### src/sv/tsc_pkg.sv
// Shared types and constants for the touch swipe classifier.
// Used by tsc_ctrl, tsc_dp and touch_swipe_classifier_top; no dependencies.
package tsc_pkg;

    localparam int COORD_W    = 10;
    localparam int DELTA_W    = 11;
    localparam int TICK_W     = 32;
    localparam int WIDE_CFG_W = 16;
    localparam int COUNT_W    = 16;
    localparam int CFG_IDX_W  = 3;
    localparam int PROD_W     = WIDE_CFG_W + TICK_W;
    localparam int NUM_W      = 20;        // 1023 * 1000 fits in 20 bits
    localparam int DIV_STEPS  = 10;        // quotient below 1000 needs 10 bits

    localparam logic [COORD_W-1:0] PERMILLE_MAX = 10'd1000;
    localparam logic [COUNT_W-1:0] SAMPLE_MAX   = 16'hFFFF;

    // reset values of the configuration registers
    localparam logic [COORD_W-1:0]    RST_EDGE_MIN_DX      = 10'd64;
    localparam logic [COORD_W-1:0]    RST_CENTER_MIN_DX    = 10'd80;
    localparam logic [COORD_W-1:0]    RST_MAX_VERTICAL     = 10'd54;
    localparam logic [WIDE_CFG_W-1:0] RST_MAX_DURATION_MS  = 16'd900;
    localparam logic [WIDE_CFG_W-1:0] RST_EDGE_MIN_SPEED   = 16'd120;
    localparam logic [WIDE_CFG_W-1:0] RST_CENTER_MIN_SPEED = 16'd140;
    localparam logic [WIDE_CFG_W-1:0] RST_DRIFT_DURATION   = 16'd600;
    localparam logic [COORD_W-1:0]    RST_DRIFT_MIN_DX     = 10'd160;

    typedef enum logic [1:0] {
        OP_PRESS   = 2'd0,
        OP_MOVE    = 2'd1,
        OP_RELEASE = 2'd2,
        OP_UNDEF   = 2'd3
    } op_t;

    localparam logic [1:0] DIR_NONE  = 2'd0;
    localparam logic [1:0] DIR_LEFT  = 2'd1;
    localparam logic [1:0] DIR_RIGHT = 2'd2;

    typedef enum logic [CFG_IDX_W-1:0] {
        REG_EDGE_MIN_DX      = 3'd0,
        REG_CENTER_MIN_DX    = 3'd1,
        REG_MAX_VERTICAL     = 3'd2,
        REG_MAX_DURATION_MS  = 3'd3,
        REG_EDGE_MIN_SPEED   = 3'd4,
        REG_CENTER_MIN_SPEED = 3'd5,
        REG_DRIFT_DURATION   = 3'd6,
        REG_DRIFT_MIN_DX     = 3'd7
    } reg_idx_t;

    typedef struct packed {
        logic load;       // capture the input word
        logic update;     // apply press/move/release to gesture state
        logic prep;       // deltas, edge, duration
        logic mul_init;   // speed product and divider setup
        logic div_step;   // one quotient bit
        logic out_load;   // fill output register
    } dp_cmd_t;

    typedef struct packed {
        logic skip;       // item leaves state alone, result is zero apart from tracking
    } dp_status_t;

endpackage

### src/sv/tsc_ctrl.sv
// Sequencer for the touch swipe classifier: steps one word through update, prep,
// multiply, divide and output load (a skipped word: update, then output load). Depends on tsc_pkg.
module tsc_ctrl (
    input  logic                 clk,
    input  logic                 rst_n,
    input  logic                 in_valid,
    output logic                 in_stall,
    output logic                 out_valid,
    input  logic                 out_stall,
    input  tsc_pkg::dp_status_t  status,
    output tsc_pkg::dp_cmd_t     cmd
);
    import tsc_pkg::*;

    localparam int CNT_W = $clog2(DIV_STEPS);
    localparam logic [CNT_W-1:0] CNT_LAST = CNT_W'(DIV_STEPS - 1);

    typedef enum logic [2:0] {
        S_IDLE,
        S_UPD,
        S_PREP,
        S_MUL,
        S_DIV,
        S_FIN
    } state_t;

    state_t           state_reg, state_next;
    logic [CNT_W-1:0] cnt_reg, cnt_next;
    logic             out_valid_reg, out_valid_next;
    logic             slot_free;

    assign slot_free = !out_valid_reg || !out_stall;
    assign in_stall  = (state_reg != S_IDLE);
    assign out_valid = out_valid_reg;

    always_comb
    begin
        cmd            = '0;
        state_next     = state_reg;
        cnt_next       = cnt_reg;
        out_valid_next = out_valid_reg && out_stall;
        unique case (state_reg)
            S_IDLE:
            begin
                if (in_valid)
                begin
                    cmd.load   = 1'b1;
                    state_next = S_UPD;
                end
            end
            S_UPD:
            begin
                cmd.update = 1'b1;
                state_next = status.skip ? S_FIN : S_PREP;
            end
            S_PREP:
            begin
                cmd.prep   = 1'b1;
                state_next = S_MUL;
            end
            S_MUL:
            begin
                cmd.mul_init = 1'b1;
                cnt_next     = '0;
                state_next   = S_DIV;
            end
            S_DIV:
            begin
                cmd.div_step = 1'b1;
                cnt_next     = cnt_reg + 1'b1;
                if (cnt_reg == CNT_LAST)
                    state_next = S_FIN;
            end
            S_FIN:
            begin
                if (slot_free)
                begin
                    cmd.out_load   = 1'b1;
                    out_valid_next = 1'b1;
                    state_next     = S_IDLE;
                end
            end
            default:
            begin
                state_next = S_IDLE;
            end
        endcase
    end

    always_ff @(posedge clk or negedge rst_n)
    begin
        if (!rst_n)
        begin
            state_reg     <= S_IDLE;
            cnt_reg       <= '0;
            out_valid_reg <= 1'b0;
        end
        else
        begin
            state_reg     <= state_next;
            cnt_reg       <= cnt_next;
            out_valid_reg <= out_valid_next;
        end
    end

endmodule

### src/sv/tsc_dp.sv
// Datapath for the touch swipe classifier: config registers, gesture state,
// speed product, restoring divider for progress and the output register.
// Depends on tsc_pkg; driven by tsc_ctrl commands.
module tsc_dp #(
    parameter int SCREEN_WIDTH = 640,
    parameter int EDGE_ZONE    = 96
) (
    input  logic                                    clk,
    input  logic                                    rst_n,
    input  tsc_pkg::dp_cmd_t                        cmd,
    output tsc_pkg::dp_status_t                     status,
    input  logic                                    cfg_we,
    input  logic [tsc_pkg::CFG_IDX_W-1:0]           cfg_index,
    input  logic [tsc_pkg::WIDE_CFG_W-1:0]          cfg_data,
    input  logic [1:0]                              operation,
    input  logic [tsc_pkg::COORD_W-1:0]             touch_x,
    input  logic [tsc_pkg::COORD_W-1:0]             touch_y,
    input  logic [tsc_pkg::TICK_W-1:0]              tick_ms,
    output logic                                    tracking,
    output logic                                    decided,
    output logic [1:0]                              direction,
    output logic [tsc_pkg::COORD_W-1:0]             progress_permille,
    output logic signed [tsc_pkg::DELTA_W-1:0]      delta_x,
    output logic signed [tsc_pkg::DELTA_W-1:0]      delta_y,
    output logic                                    from_edge,
    output logic [tsc_pkg::TICK_W-1:0]              duration_ms,
    output logic [tsc_pkg::COUNT_W-1:0]             sample_count
);
    import tsc_pkg::*;

    localparam int LEFT_EDGE = SCREEN_WIDTH - EDGE_ZONE;

    // configuration
    logic [COORD_W-1:0]    edge_min_dx_reg, center_min_dx_reg, max_vertical_reg;
    logic [COORD_W-1:0]    drift_min_dx_reg;
    logic [WIDE_CFG_W-1:0] max_duration_reg, edge_min_speed_reg, center_min_speed_reg;
    logic [WIDE_CFG_W-1:0] drift_duration_reg;

    // captured word
    op_t                op_reg;
    logic [COORD_W-1:0] x_reg, y_reg;
    logic [TICK_W-1:0]  tick_reg;
    logic               was_reg;

    // gesture state
    logic               active_reg;
    logic [COORD_W-1:0] start_x_reg, start_y_reg, latest_x_reg, lowest_y_reg, highest_y_reg;
    logic [TICK_W-1:0]  start_tick_reg;
    logic [COUNT_W-1:0] samples_reg;

    // derived values
    logic signed [DELTA_W-1:0] dx_reg, dy_reg;
    logic [COORD_W-1:0]        adx_reg, ady_reg, spread_reg;
    logic                      edge_reg;
    logic [TICK_W-1:0]         dur_reg;
    logic [PROD_W-1:0]         prod_reg;
    logic [NUM_W-1:0]          num_reg;
    logic [COORD_W-1:0]        rem_reg, nlo_reg, quo_reg;

    logic                      skip;
    logic signed [DELTA_W-1:0] dx_c, dy_c;
    logic [DELTA_W-1:0]        ndx_c, ndy_c;
    logic                      edge_c;
    logic [NUM_W-1:0]          num_c;
    logic [WIDE_CFG_W-1:0]     speed_floor_c;
    logic [COORD_W:0]          trial_c;
    logic                      fits_c;
    logic [COORD_W-1:0]        perm_c, min_dx_c;
    logic                      ok_c, timing_fail_c, is_rel_c;
    logic [1:0]                dir_c;

    assign skip        = (op_reg == OP_UNDEF) || ((op_reg != OP_PRESS) && !was_reg);
    assign status.skip = skip;

    always_ff @(posedge clk or negedge rst_n)
    begin
        if (!rst_n)
        begin
            edge_min_dx_reg      <= RST_EDGE_MIN_DX;
            center_min_dx_reg    <= RST_CENTER_MIN_DX;
            max_vertical_reg     <= RST_MAX_VERTICAL;
            max_duration_reg     <= RST_MAX_DURATION_MS;
            edge_min_speed_reg   <= RST_EDGE_MIN_SPEED;
            center_min_speed_reg <= RST_CENTER_MIN_SPEED;
            drift_duration_reg   <= RST_DRIFT_DURATION;
            drift_min_dx_reg     <= RST_DRIFT_MIN_DX;
        end
        else if (cfg_we)
        begin
            unique case (reg_idx_t'(cfg_index))
                REG_EDGE_MIN_DX:      edge_min_dx_reg      <= cfg_data[COORD_W-1:0];
                REG_CENTER_MIN_DX:    center_min_dx_reg    <= cfg_data[COORD_W-1:0];
                REG_MAX_VERTICAL:     max_vertical_reg     <= cfg_data[COORD_W-1:0];
                REG_MAX_DURATION_MS:  max_duration_reg     <= cfg_data;
                REG_EDGE_MIN_SPEED:   edge_min_speed_reg   <= cfg_data;
                REG_CENTER_MIN_SPEED: center_min_speed_reg <= cfg_data;
                REG_DRIFT_DURATION:   drift_duration_reg   <= cfg_data;
                REG_DRIFT_MIN_DX:     drift_min_dx_reg     <= cfg_data[COORD_W-1:0];
                default: ;
            endcase
        end
    end

    always_ff @(posedge clk)
    begin
        if (cmd.load)
        begin
            op_reg   <= op_t'(operation);
            x_reg    <= touch_x;
            y_reg    <= touch_y;
            tick_reg <= tick_ms;
            was_reg  <= active_reg;
        end
    end

    always_ff @(posedge clk or negedge rst_n)
    begin
        if (!rst_n)
        begin
            active_reg     <= 1'b0;
            start_x_reg    <= '0;
            start_y_reg    <= '0;
            latest_x_reg   <= '0;
            lowest_y_reg   <= '0;
            highest_y_reg  <= '0;
            start_tick_reg <= '0;
            samples_reg    <= '0;
        end
        else if (cmd.update && !skip)
        begin
            if (op_reg == OP_PRESS)
            begin
                active_reg     <= 1'b1;
                start_x_reg    <= x_reg;
                start_y_reg    <= y_reg;
                latest_x_reg   <= x_reg;
                lowest_y_reg   <= y_reg;
                highest_y_reg  <= y_reg;
                start_tick_reg <= tick_reg;
                samples_reg    <= COUNT_W'(1);
            end
            else
            begin
                latest_x_reg <= x_reg;
                if (y_reg < lowest_y_reg)
                    lowest_y_reg <= y_reg;
                if (y_reg > highest_y_reg)
                    highest_y_reg <= y_reg;
                if (samples_reg != SAMPLE_MAX)
                    samples_reg <= samples_reg + 1'b1;
                if (op_reg == OP_RELEASE)
                    active_reg <= 1'b0;
            end
        end
    end

    // deltas and edge zone test
    always_comb
    begin
        dx_c  = $signed({1'b0, latest_x_reg}) - $signed({1'b0, start_x_reg});
        dy_c  = $signed({1'b0, y_reg}) - $signed({1'b0, start_y_reg});
        ndx_c = -dx_c;
        ndy_c = -dy_c;
        if (dx_c < 0)
            edge_c = (LEFT_EDGE <= 0) || ({1'b0, start_x_reg} >= DELTA_W'(LEFT_EDGE));
        else if (dx_c > 0)
            edge_c = ({1'b0, start_x_reg} <= DELTA_W'(EDGE_ZONE));
        else
            edge_c = 1'b0;
    end

    always_ff @(posedge clk)
    begin
        if (cmd.prep)
        begin
            dx_reg     <= dx_c;
            dy_reg     <= dy_c;
            adx_reg    <= dx_c[DELTA_W-1] ? ndx_c[COORD_W-1:0] : dx_c[COORD_W-1:0];
            ady_reg    <= dy_c[DELTA_W-1] ? ndy_c[COORD_W-1:0] : dy_c[COORD_W-1:0];
            edge_reg   <= edge_c;
            spread_reg <= highest_y_reg - lowest_y_reg;
            dur_reg    <= tick_reg - start_tick_reg;
        end
    end

    // adx*1000 < min_speed*dur is the same test as floor(adx*1000/dur) < min_speed
    assign num_c         = NUM_W'(adx_reg) * NUM_W'(PERMILLE_MAX);
    assign speed_floor_c = edge_reg ? edge_min_speed_reg : center_min_speed_reg;
    assign trial_c       = {rem_reg, nlo_reg[COORD_W-1]};
    assign fits_c        = (trial_c >= {1'b0, edge_min_dx_reg});

    // restoring divider; only used when adx < edge_min_dx so the top
    // half of the numerator is already below the divisor
    always_ff @(posedge clk)
    begin
        if (cmd.mul_init)
        begin
            prod_reg <= PROD_W'(speed_floor_c) * PROD_W'(dur_reg);
            num_reg  <= num_c;
            rem_reg  <= num_c[NUM_W-1:NUM_W-COORD_W];
            nlo_reg  <= num_c[COORD_W-1:0];
        end
        else if (cmd.div_step)
        begin
            rem_reg <= fits_c ? COORD_W'(trial_c - {1'b0, edge_min_dx_reg})
                              : trial_c[COORD_W-1:0];
            nlo_reg <= {nlo_reg[COORD_W-2:0], 1'b0};
            quo_reg <= {quo_reg[COORD_W-2:0], fits_c};
        end
    end

    // classification
    always_comb
    begin
        is_rel_c = (op_reg == OP_RELEASE);

        if (edge_min_dx_reg == '0)
            perm_c = (adx_reg != '0) ? PERMILLE_MAX : '0;
        else if (adx_reg >= edge_min_dx_reg)
            perm_c = PERMILLE_MAX;
        else
            perm_c = quo_reg;

        min_dx_c      = edge_reg ? edge_min_dx_reg : center_min_dx_reg;
        timing_fail_c = (dur_reg > TICK_W'(max_duration_reg))
                     || (PROD_W'(num_reg) < prod_reg)
                     || ((dur_reg > TICK_W'(drift_duration_reg))
                         && (adx_reg < drift_min_dx_reg));
        ok_c = !((adx_reg < min_dx_c) || (ady_reg > max_vertical_reg)
                 || (spread_reg > max_vertical_reg))
               && !((dur_reg != '0) && timing_fail_c);

        if (is_rel_c)
            dir_c = ok_c ? (dx_reg[DELTA_W-1] ? DIR_LEFT : DIR_RIGHT) : DIR_NONE;
        else if (dx_reg[DELTA_W-1])
            dir_c = DIR_LEFT;
        else if (dx_reg != '0)
            dir_c = DIR_RIGHT;
        else
            dir_c = DIR_NONE;
    end

    always_ff @(posedge clk)
    begin
        if (cmd.out_load)
        begin
            tracking <= was_reg;
            if (skip)
            begin
                decided           <= 1'b0;
                direction         <= DIR_NONE;
                progress_permille <= '0;
                delta_x           <= '0;
                delta_y           <= '0;
                from_edge         <= 1'b0;
                duration_ms       <= '0;
                sample_count      <= '0;
            end
            else
            begin
                decided           <= is_rel_c;
                direction         <= dir_c;
                progress_permille <= perm_c;
                delta_x           <= dx_reg;
                delta_y           <= is_rel_c ? dy_reg : '0;
                from_edge         <= edge_reg;
                duration_ms       <= is_rel_c ? dur_reg : '0;
                sample_count      <= samples_reg;
            end
        end
    end

endmodule

### src/sv/touch_swipe_classifier_top.sv
// Touch swipe classifier: press/move/release words in, one result word out.
// One word in flight: in_stall holds off new words while each one goes through update,
// prep, multiply, the 10-step progress divider and output load (an ignored word goes
// from update to output load). Output register frees the input side early.
// Reset (rst_n, async): idle, no gesture, config registers at defaults.
module touch_swipe_classifier_top #(
    parameter int SCREEN_WIDTH = 640,
    parameter int EDGE_ZONE    = 96
) (
    input  logic                                    clk,
    input  logic                                    rst_n,
    input  logic                                    in_valid,
    output logic                                    in_stall,
    input  logic [1:0]                              operation,
    input  logic [tsc_pkg::COORD_W-1:0]             touch_x,
    input  logic [tsc_pkg::COORD_W-1:0]             touch_y,
    input  logic [tsc_pkg::TICK_W-1:0]              tick_ms,
    output logic                                    out_valid,
    input  logic                                    out_stall,
    output logic                                    tracking,
    output logic                                    decided,
    output logic [1:0]                              direction,
    output logic [tsc_pkg::COORD_W-1:0]             progress_permille,
    output logic signed [tsc_pkg::DELTA_W-1:0]      delta_x,
    output logic signed [tsc_pkg::DELTA_W-1:0]      delta_y,
    output logic                                    from_edge,
    output logic [tsc_pkg::TICK_W-1:0]              duration_ms,
    output logic [tsc_pkg::COUNT_W-1:0]             sample_count,
    input  logic                                    cfg_valid,
    output logic                                    cfg_ready,
    input  logic [tsc_pkg::CFG_IDX_W-1:0]           cfg_index,
    input  logic [tsc_pkg::WIDE_CFG_W-1:0]          cfg_data
);
    import tsc_pkg::*;

    dp_cmd_t    cmd;
    dp_status_t status;

    assign cfg_ready = 1'b1;

    tsc_ctrl u_ctrl (
        .clk       (clk),
        .rst_n     (rst_n),
        .in_valid  (in_valid),
        .in_stall  (in_stall),
        .out_valid (out_valid),
        .out_stall (out_stall),
        .status    (status),
        .cmd       (cmd)
    );

    tsc_dp #(
        .SCREEN_WIDTH (SCREEN_WIDTH),
        .EDGE_ZONE    (EDGE_ZONE)
    ) u_dp (
        .clk               (clk),
        .rst_n             (rst_n),
        .cmd               (cmd),
        .status            (status),
        .cfg_we            (cfg_valid && cfg_ready),
        .cfg_index         (cfg_index),
        .cfg_data          (cfg_data),
        .operation         (operation),
        .touch_x           (touch_x),
        .touch_y           (touch_y),
        .tick_ms           (tick_ms),
        .tracking          (tracking),
        .decided           (decided),
        .direction         (direction),
        .progress_permille (progress_permille),
        .delta_x           (delta_x),
        .delta_y           (delta_y),
        .from_edge         (from_edge),
        .duration_ms       (duration_ms),
        .sample_count      (sample_count)
    );

endmodule

### config.mk
export PLATFORM = sky130hd
export DESIGN_NAME = touch_swipe_classifier_top
export DESIGN_NICKNAME = d
export VERILOG_FILES = /design/src/sv/tsc_pkg.sv /design/src/sv/tsc_ctrl.sv /design/src/sv/tsc_dp.sv /design/src/sv/touch_swipe_classifier_top.sv
export SDC_FILE = /design/constraint.sdc
export NUM_CORES = 2
export LEC_CHECK = 0
export ABC_AREA = 0
export BUFFER_PORTS_ARGS = -buffer_cell sky130_fd_sc_hd__buf_2
export CAP_MARGIN = 0
export CORE_UTILIZATION = 45
export DETAILED_ROUTE_END_ITERATION = 16
export GPL_TIMING_DRIVEN = 0
export HOLD_SLACK_MARGIN = 0.12
export PLACE_DENSITY = 0.68
export SYNTH_ARGS = -nofsm -noshare
export SYNTH_HDL_FRONTEND = slang
export SYNTH_SLANG_ARGS = --single-unit
### constraint.sdc
create_clock -name clk -period 9.65 [get_ports clk]
set_input_delay 1.4475 -clock clk [delete_from_list [all_inputs] [get_ports clk]]
set_output_delay 1.4475 -clock clk [all_outputs]
set_load 0.05 [all_outputs]
* Yosys cells after proc, flatten, opt, wreduce, memory -nomap -nowiden
Index checks and enable logic that the tools add are counted.
Storage, ports and cells: bits of input ports 78, output and inout port bits 88, bits in registers 528
Cells by class: multiply operators 2, bitwise logic cells 2, $add $sub $neg 9, $lt $le $gt $ge 15, reductions and logical operators 49, multiplexer cells 43, equal/unequal tests 19
Operators with widths (number):
- $mux W10 | 15
- $gt A32 B16 Y1 | 2
- $lt A20 B48 Y1 | 1
- $mul A16 B32 Y48 | 1
- $mux W16 | 3
- $reduce_bool A32 Y1 | 1
- $sub A32 B32 Y32 | 1
- $gt A10 B10 Y1 | 3
- $lt A10 B10 Y1 | 3
- $reduce_and A2 Y1 | 14
- $sub A10 B10 Y11 | 2
- $neg A10 Y10 | 2
- $sub A10 B10 Y10 | 2
- $eq A3 B3 Y1 const B | 6
- $pmux W3 S6 | 1
- $mul A10 B7 Y17 const B | 1
- $add A16 B1 Y16 const B | 1
- $ne A16 B16 Y1 const B | 1
- $mux W1 | 14
- $reduce_bool A2 Y1 | 7
- $eq A3 B2 Y1 const B | 4
- $mux W3 | 4
- $ge A11 B10 Y1 | 1
- $gt A11 B1 Y1 const B | 1
- other kinds (24) | 48

* Depth between registers and ports, before layout
depth in word-level cells 8, depth in mapped cells 28, gate-level depth less buffers 25

* Modules after synthesis
From an unflattened synthesis, not the netlist that was laid out.
Unflattened totals: cell total of the unflattened synthesis 4097, area, all modules 43281.5 um^2
Modules (own cells, without submodules):
- tsc_dp | area each 42734.7 um^2, times used 1, sequential area each 14569.0 um^2, cells each 4040
- tsc_ctrl | area each 535.5 um^2, times used 1, sequential area each 200.2 um^2, cells each 55
- touch_swipe_classifier_top | area each 11.3 um^2, times used 1, sequential area each 0.0 um^2, cells each 2

* Worst setup path before layout
OpenSTA, ideal clock, no wires.
path type register to register, start register u_dp.edge_reg, end register u_dp.prod_reg[46], data pin, clock period less this slack 7.369 ns, path buffers 3, arrival time 7.111 ns, cell stages (with the launch flop) 27, path slack 2.281 ns, required time 9.392 ns, path through edfxtp_1 > clkbuf_1 > clkbuf_1 > mux2_2 > clkbuf_1 > and2_1 > fa_1 > inv_1 > fa_1 > fa_1 > fa_1 > inv_1 > fa_1 > inv_1 > fa_1 > inv_1 > ha_1 > a21oi_1 > nor2_1 > o41ai_2 > o211ai_1 > a2111oi_2 > o31a_1 > o21ai_2 > a31o_1 > a211oi_2 > xnor2_1
Between the ends: longest elaborated chain between the ends 2
Ends and longest elaborated chain:
- start: declaration | RTL line tsc_dp.sv:54 | logic edge_reg;
- start signal: assignment | RTL line tsc_dp.sv:180 | edge_reg <= edge_c;
- $mux W16 | RTL line tsc_dp.sv:188 | assign speed_floor_c = edge_reg ? edge_min_speed_reg : center_min_speed_reg;
- $mul A16 B32 Y48 | RTL line tsc_dp.sv:198 | prod_reg <= PROD_W'(speed_floor_c) * PROD_W'(dur_reg);
- end signal: assignment | RTL line tsc_dp.sv:198
- end: declaration | RTL line tsc_dp.sv:56 | logic [PROD_W-1:0] prod_reg;
No other way between the ends. A chain may end at the register's enable or synchronous reset.

* Worst setup path in the final report
Ends and elaborated chain as after synthesis.

==> impl_results.html <==
<table>
<tr><th>Metric</th><th>Value</th></tr>
<tr><th colspan="2">Timing</th></tr>
<tr><td>Final critical delay including setup and external delays</td><td>slightly below 9 ns</td></tr>
<tr><td>Tcrit/Tclk final</td><td>between 90% and 100%</td></tr>
<tr><td>Setup TNS</td><td>0 ns</td></tr>
<tr><td>Clock Skew</td><td>0.0263 ns</td></tr>
<tr><td>Unrepaired setup endpoints after global routing</td><td>false</td></tr>
<tr><td>Count of final max-slew check failures</td><td>0</td></tr>
<tr><td>Worst relative slew slack</td><td>24.5%</td></tr>
<tr><td>Final setup fails</td><td>0</td></tr>
<tr><td>Final Hold Viols</td><td>0</td></tr>
<tr><td>Transition time at the pin with the least slew margin</td><td>about 1.1 ns</td></tr>
<tr><td>Peak Freq</td><td>0.112 GHz</td></tr>
<tr><th colspan="2">Routing</th></tr>
<tr><td>Number of design-rule violations left by the first detailed-router iteration</td><td>~1,900</td></tr>
<tr><td>Post-route DRC violation count</td><td>0</td></tr>
<tr><td>Final wirelength</td><td>104,000 um</td></tr>
<tr><td>Vias</td><td>approximately 29,000</td></tr>
<tr><td>Number of search-and-repair iterations in the first detailed-routing pass</td><td>6</td></tr>
<tr><td>Post-DR vias/cell</td><td>~5.2</td></tr>
<tr><td>Post-route ant nets</td><td>0</td></tr>
<tr><td>Final routed wire length divided by cell count</td><td>around 19 um</td></tr>
<tr><th colspan="2">Worst hold path</th></tr>
<tr><td>Hold path start</td><td>u_dp.quo_reg[2]</td></tr>
<tr><td>HP Class</td><td>reg -&gt; reg</td></tr>
<tr><th colspan="2">GRT</th></tr>
<tr><td>Met3 layer usage reported by global route</td><td>~3.8%</td></tr>
<tr><td>Global-route wire length before repair</td><td>~170,000 um</td></tr>
<tr><td>Pin count of the biggest net entering global routing</td><td>84</td></tr>
<tr><td>Met2 usage in global routing</td><td>a little over a third</td></tr>
<tr><td>Vias in the first global route</td><td>~30,000</td></tr>
<tr><td>Layer with the highest usage after global routing</td><td>met2</td></tr>
<tr><td>M1 GR Usage</td><td>between 20% and 30%</td></tr>
<tr><td>Number of antenna violations at the first check in global routing</td><td>9</td></tr>
<tr><td>Overflow after GRT</td><td>0</td></tr>
<tr><td>Overall Global Routing Usage</td><td>22.3%</td></tr>
<tr><th colspan="2">Setup path</th></tr>
<tr><td>Cell occurring most often along the worst timing path</td><td>fa_1</td></tr>
<tr><td>Critical setup path kind</td><td>reg -&gt; reg</td></tr>
<tr><td>Startpoint kind of the worst setup timing path</td><td>flop</td></tr>
<tr><td>Worst R2R Setup Slack</td><td>~0.75 ns</td></tr>
<tr><td>Crit. End Element</td><td>flop</td></tr>
<tr><td>Destination of the critical timing path</td><td>u_dp.prod_reg[46]</td></tr>
<tr><td>Reg-to-reg startpoint</td><td>u_dp.edge_reg</td></tr>
<tr><td>Biggest cell delay along the critical path</td><td>0.58 ns</td></tr>
<tr><td>CP arrival</td><td>~9.3 ns</td></tr>
<tr><td>Worst-path fanout max</td><td>10</td></tr>
<tr><td>Reg2Reg Capture Point</td><td>u_dp.prod_reg[46]</td></tr>
<tr><td>CP max stage cell</td><td>clkbuf_1</td></tr>
<tr><td>Depth of the worst register-to-register path</td><td>26</td></tr>
<tr><td>Data required, critical path</td><td>~10 ns</td></tr>
<tr><td>First element of the critical path</td><td>u_dp.edge_reg</td></tr>
<tr><th colspan="2">Floorplan</th></tr>
<tr><td>Die footprint</td><td>~96,000 um2</td></tr>
<tr><td>Number of rows in the core area</td><td>112</td></tr>
<tr><td>Area inside the core boundary</td><td>approximately 94,000 um2</td></tr>
<tr><td>Die height</td><td>a little over 300 um</td></tr>
<tr><td>Floorplan die width</td><td>around 310 um</td></tr>
<tr><td>Initial Utilization</td><td>45.6%</td></tr>
<tr><td>Top Ports</td><td>roughly 170</td></tr>
<tr><th colspan="2">Yosys</th></tr>
<tr><td>Distinct cell type count of the synthesized netlist</td><td>76</td></tr>
<tr><td>Post-synthesis instance area</td><td>around 43,000 um2</td></tr>
<tr><td>Number of nets in the synthesized netlist</td><td>between 4,000 and 5,000</td></tr>
<tr><td>Yosys synthesis warning count</td><td>0</td></tr>
<tr><td>Ys async rst share</td><td>around two fifths</td></tr>
<tr><td>Register bit count reported by yosys</td><td>526</td></tr>
<tr><td>Number of enable flip-flop cells after synthesis</td><td>315</td></tr>
<tr><td>Gate count after technology mapping</td><td>~4,000</td></tr>
<tr><td>Dominant register cell in the synthesized netlist</td><td>edfxtp_1</td></tr>
<tr><td>Avg Cell Area, Syn</td><td>roughly 11 um2</td></tr>
<tr><td>Seq/Total Area, Yosys</td><td>approximately 35%</td></tr>
<tr><th colspan="2">CTS</th></tr>
<tr><td>TritonCTS clock tree</td><td>yes</td></tr>
<tr><td>Postcts setup bufs</td><td>0</td></tr>
<tr><td>Number of hold buffers added after CTS</td><td>0</td></tr>
<tr><td>Resized Gates After CTS</td><td>0</td></tr>
<tr><td>Cell at the root of the clock tree</td><td>clkbuf_16</td></tr>
<tr><td>Clock transition at the register clock pins on the worst setup and hold paths after CTS</td><td>around 0.070 ns</td></tr>
<tr><td>Total CTS buffers</td><td>55</td></tr>
<tr><td>H-Tree Level Count</td><td>2</td></tr>
<tr><td>Number of buffers between clock root and the deepest sink</td><td>3</td></tr>
<tr><td>Insertion delay to the later sink of the worst-skew pair</td><td>roughly 0.64 ns</td></tr>
<tr><td>TritonCTS Sinks</td><td>about 530</td></tr>
<tr><th colspan="2">Outcome</th></tr>
<tr><td>Status</td><td>completed</td></tr>
<tr><th colspan="2">Final layout</th></tr>
<tr><td>Flip-flop count of the largest register after layout</td><td>48</td></tr>
<tr><td>Net count of the finished layout</td><td>between 5,000 and 6,000</td></tr>
<tr><td>Area added between synthesis and finish</td><td>10.2%</td></tr>
<tr><td>Fraction of layout instances using a drive strength above 1</td><td>between 10% and 20%</td></tr>
<tr><th colspan="2">Placement</th></tr>
<tr><td>Dpl hpwl</td><td>81,600 um</td></tr>
<tr><td>Number of buffers added on ports</td><td>160</td></tr>
<tr><td>RePlAce Congestion</td><td>~0.94</td></tr>
<tr><th colspan="2">Job</th></tr>
<tr><td>Count of max-cap constraint violations</td><td>0</td></tr>
</table>
==> cell usage after synthesis (29+ instances only) <==
library cell / number / area share (%)
dfrtp_1: 187 / 11
xnor2_1: 94 / 1.9
o21a_1: 29 / 0.51
nand2_1: 482 / 4.2
clkbuf_1: 132 / 1.2
nor2b_1: 53 / 0.78
and2_1: 212 / 3.1
a21oi_1: 123 / 1.4
mux2_2: 134 / 3.5
fa_1: 453 / 21
nand4_1: 31 / 0.45
nor2_1: 98 / 0.86
ha_1: 357 / 10
edfxtp_1: 315 / 22
xor2_1: 43 / 0.88
a21o_1: 80 / 1.4
inv_1: 684 / 6.0
o21ai_0: 142 / 1.7
and3_1: 55 / 0.81
==> worst max-delay path: cells and delay by family, from the launching register on <==
family / cells / cell delay (ns)
flops: 1 / 0.32
compound gates: 8 / 2.29
mux: 1 / 0.50
simple gates: 2 / 0.38
xor+xnor: 1 / 0.09
buf+inv: 7 / 1.65
fa+ha+maj: 7 / 3.40
==> cell usage in the layout (no fill, tap or decap), types with 5 or more instances in the layout <==
master and n:
nor2_1 97, nand2_1 482, nor3_1 16, mux2_2 134
o21ai_0 142, nor3b_1 9, fa_1 453, and3_1 55
nand4_1 31, nand2b_1 23, dfrtp_1 187, o21ai_1 8
diode_2 8, a211oi_1 15, mux2i_1 22, nor2b_1 53
a21oi_1 122, o31ai_1 6, clkinv_2 7, xnor2_1 94
a21o_1 80, clkinv_1 6, clkbuf_1 148, clkbuf_16 56
nor4_1 23, edfxtp_1 315, o21bai_1 16, ha_1 357
clkinv_4 6, a31oi_1 15, o21a_1 29, o2111ai_1 6
a21boi_0 5, dfstp_2 24, inv_1 683, buf_2 161
nand3_1 27, and2_1 211, or3_1 16, xor2_1 43
==> layer usage <==
layer  up-vias  wire (um)
met5         -         72
met4        10       4020
met3       206       7380
met2       877      48100
met1     14400      44600
li1      13500          -
==> worst min-delay path by stage <==
stage	endpoint	depth (start not counted)
2_1_floorplan	u_dp.quo_reg[1]	0
3_3_place_gp	u_dp.quo_reg[3]	0
3_5_place_dp	u_dp.quo_reg[5]	0
4_1_cts	u_dp.quo_reg[3]	0
5_1_grt	u_dp.quo_reg[7]	0
6_report	u_dp.quo_reg[3]	0
==> final cells by class <==
class / count / area, um2
antenna: 8 / 20.0
buffer: 139 / 532
clock buffer: 74 / 1490
clock inverter: 30 / 290
fill: 8572 / 46500
inverter: 685 / 2570
multi-input combinational: 2667 / 24800
sequential: 526 / 14800
tap: 1254 / 1570
timing repair buffer: 167 / 973
==> kinds of logic (layout without fill, tap and decap cells) <==
logic type / Yosys count / after routing / share of synthesized area, %
DFF: 526 / 526 / 34.6
AOI/OAI and AO/OA: 492 / 492 / 7.24
and+or+nand+nor: 1069 / 1069 / 12.3
xor gates and xnor gates: 137 / 137 / 2.81
muxes: 157 / 157 / 4.08
buffers and inverters: 824 / 1095 / 7.27
adders and majority gates: 811 / 811 / 31.7
other: 1 / 9 / 0.00878
==> stage by stage <==
step	instance area (um2)	hold slack, ns	setup WS [ns]	utilization, %	cells
floorplan	42700	0.418	2.28	-	4017
global placement	45100	0.426	0.691	48.1	5431
detailed placement	45300	0.431	0.731	48.4	5438
CTS	47000	0.447	0.691	50.3	5542
global route	47000	0.455	0.273	50.3	5543
finish	47100	0.445	0.752	50.3	5550
Power is not shown: default switching activity piles up to over one toggle a cycle in this logic, so the estimate is an artifact.
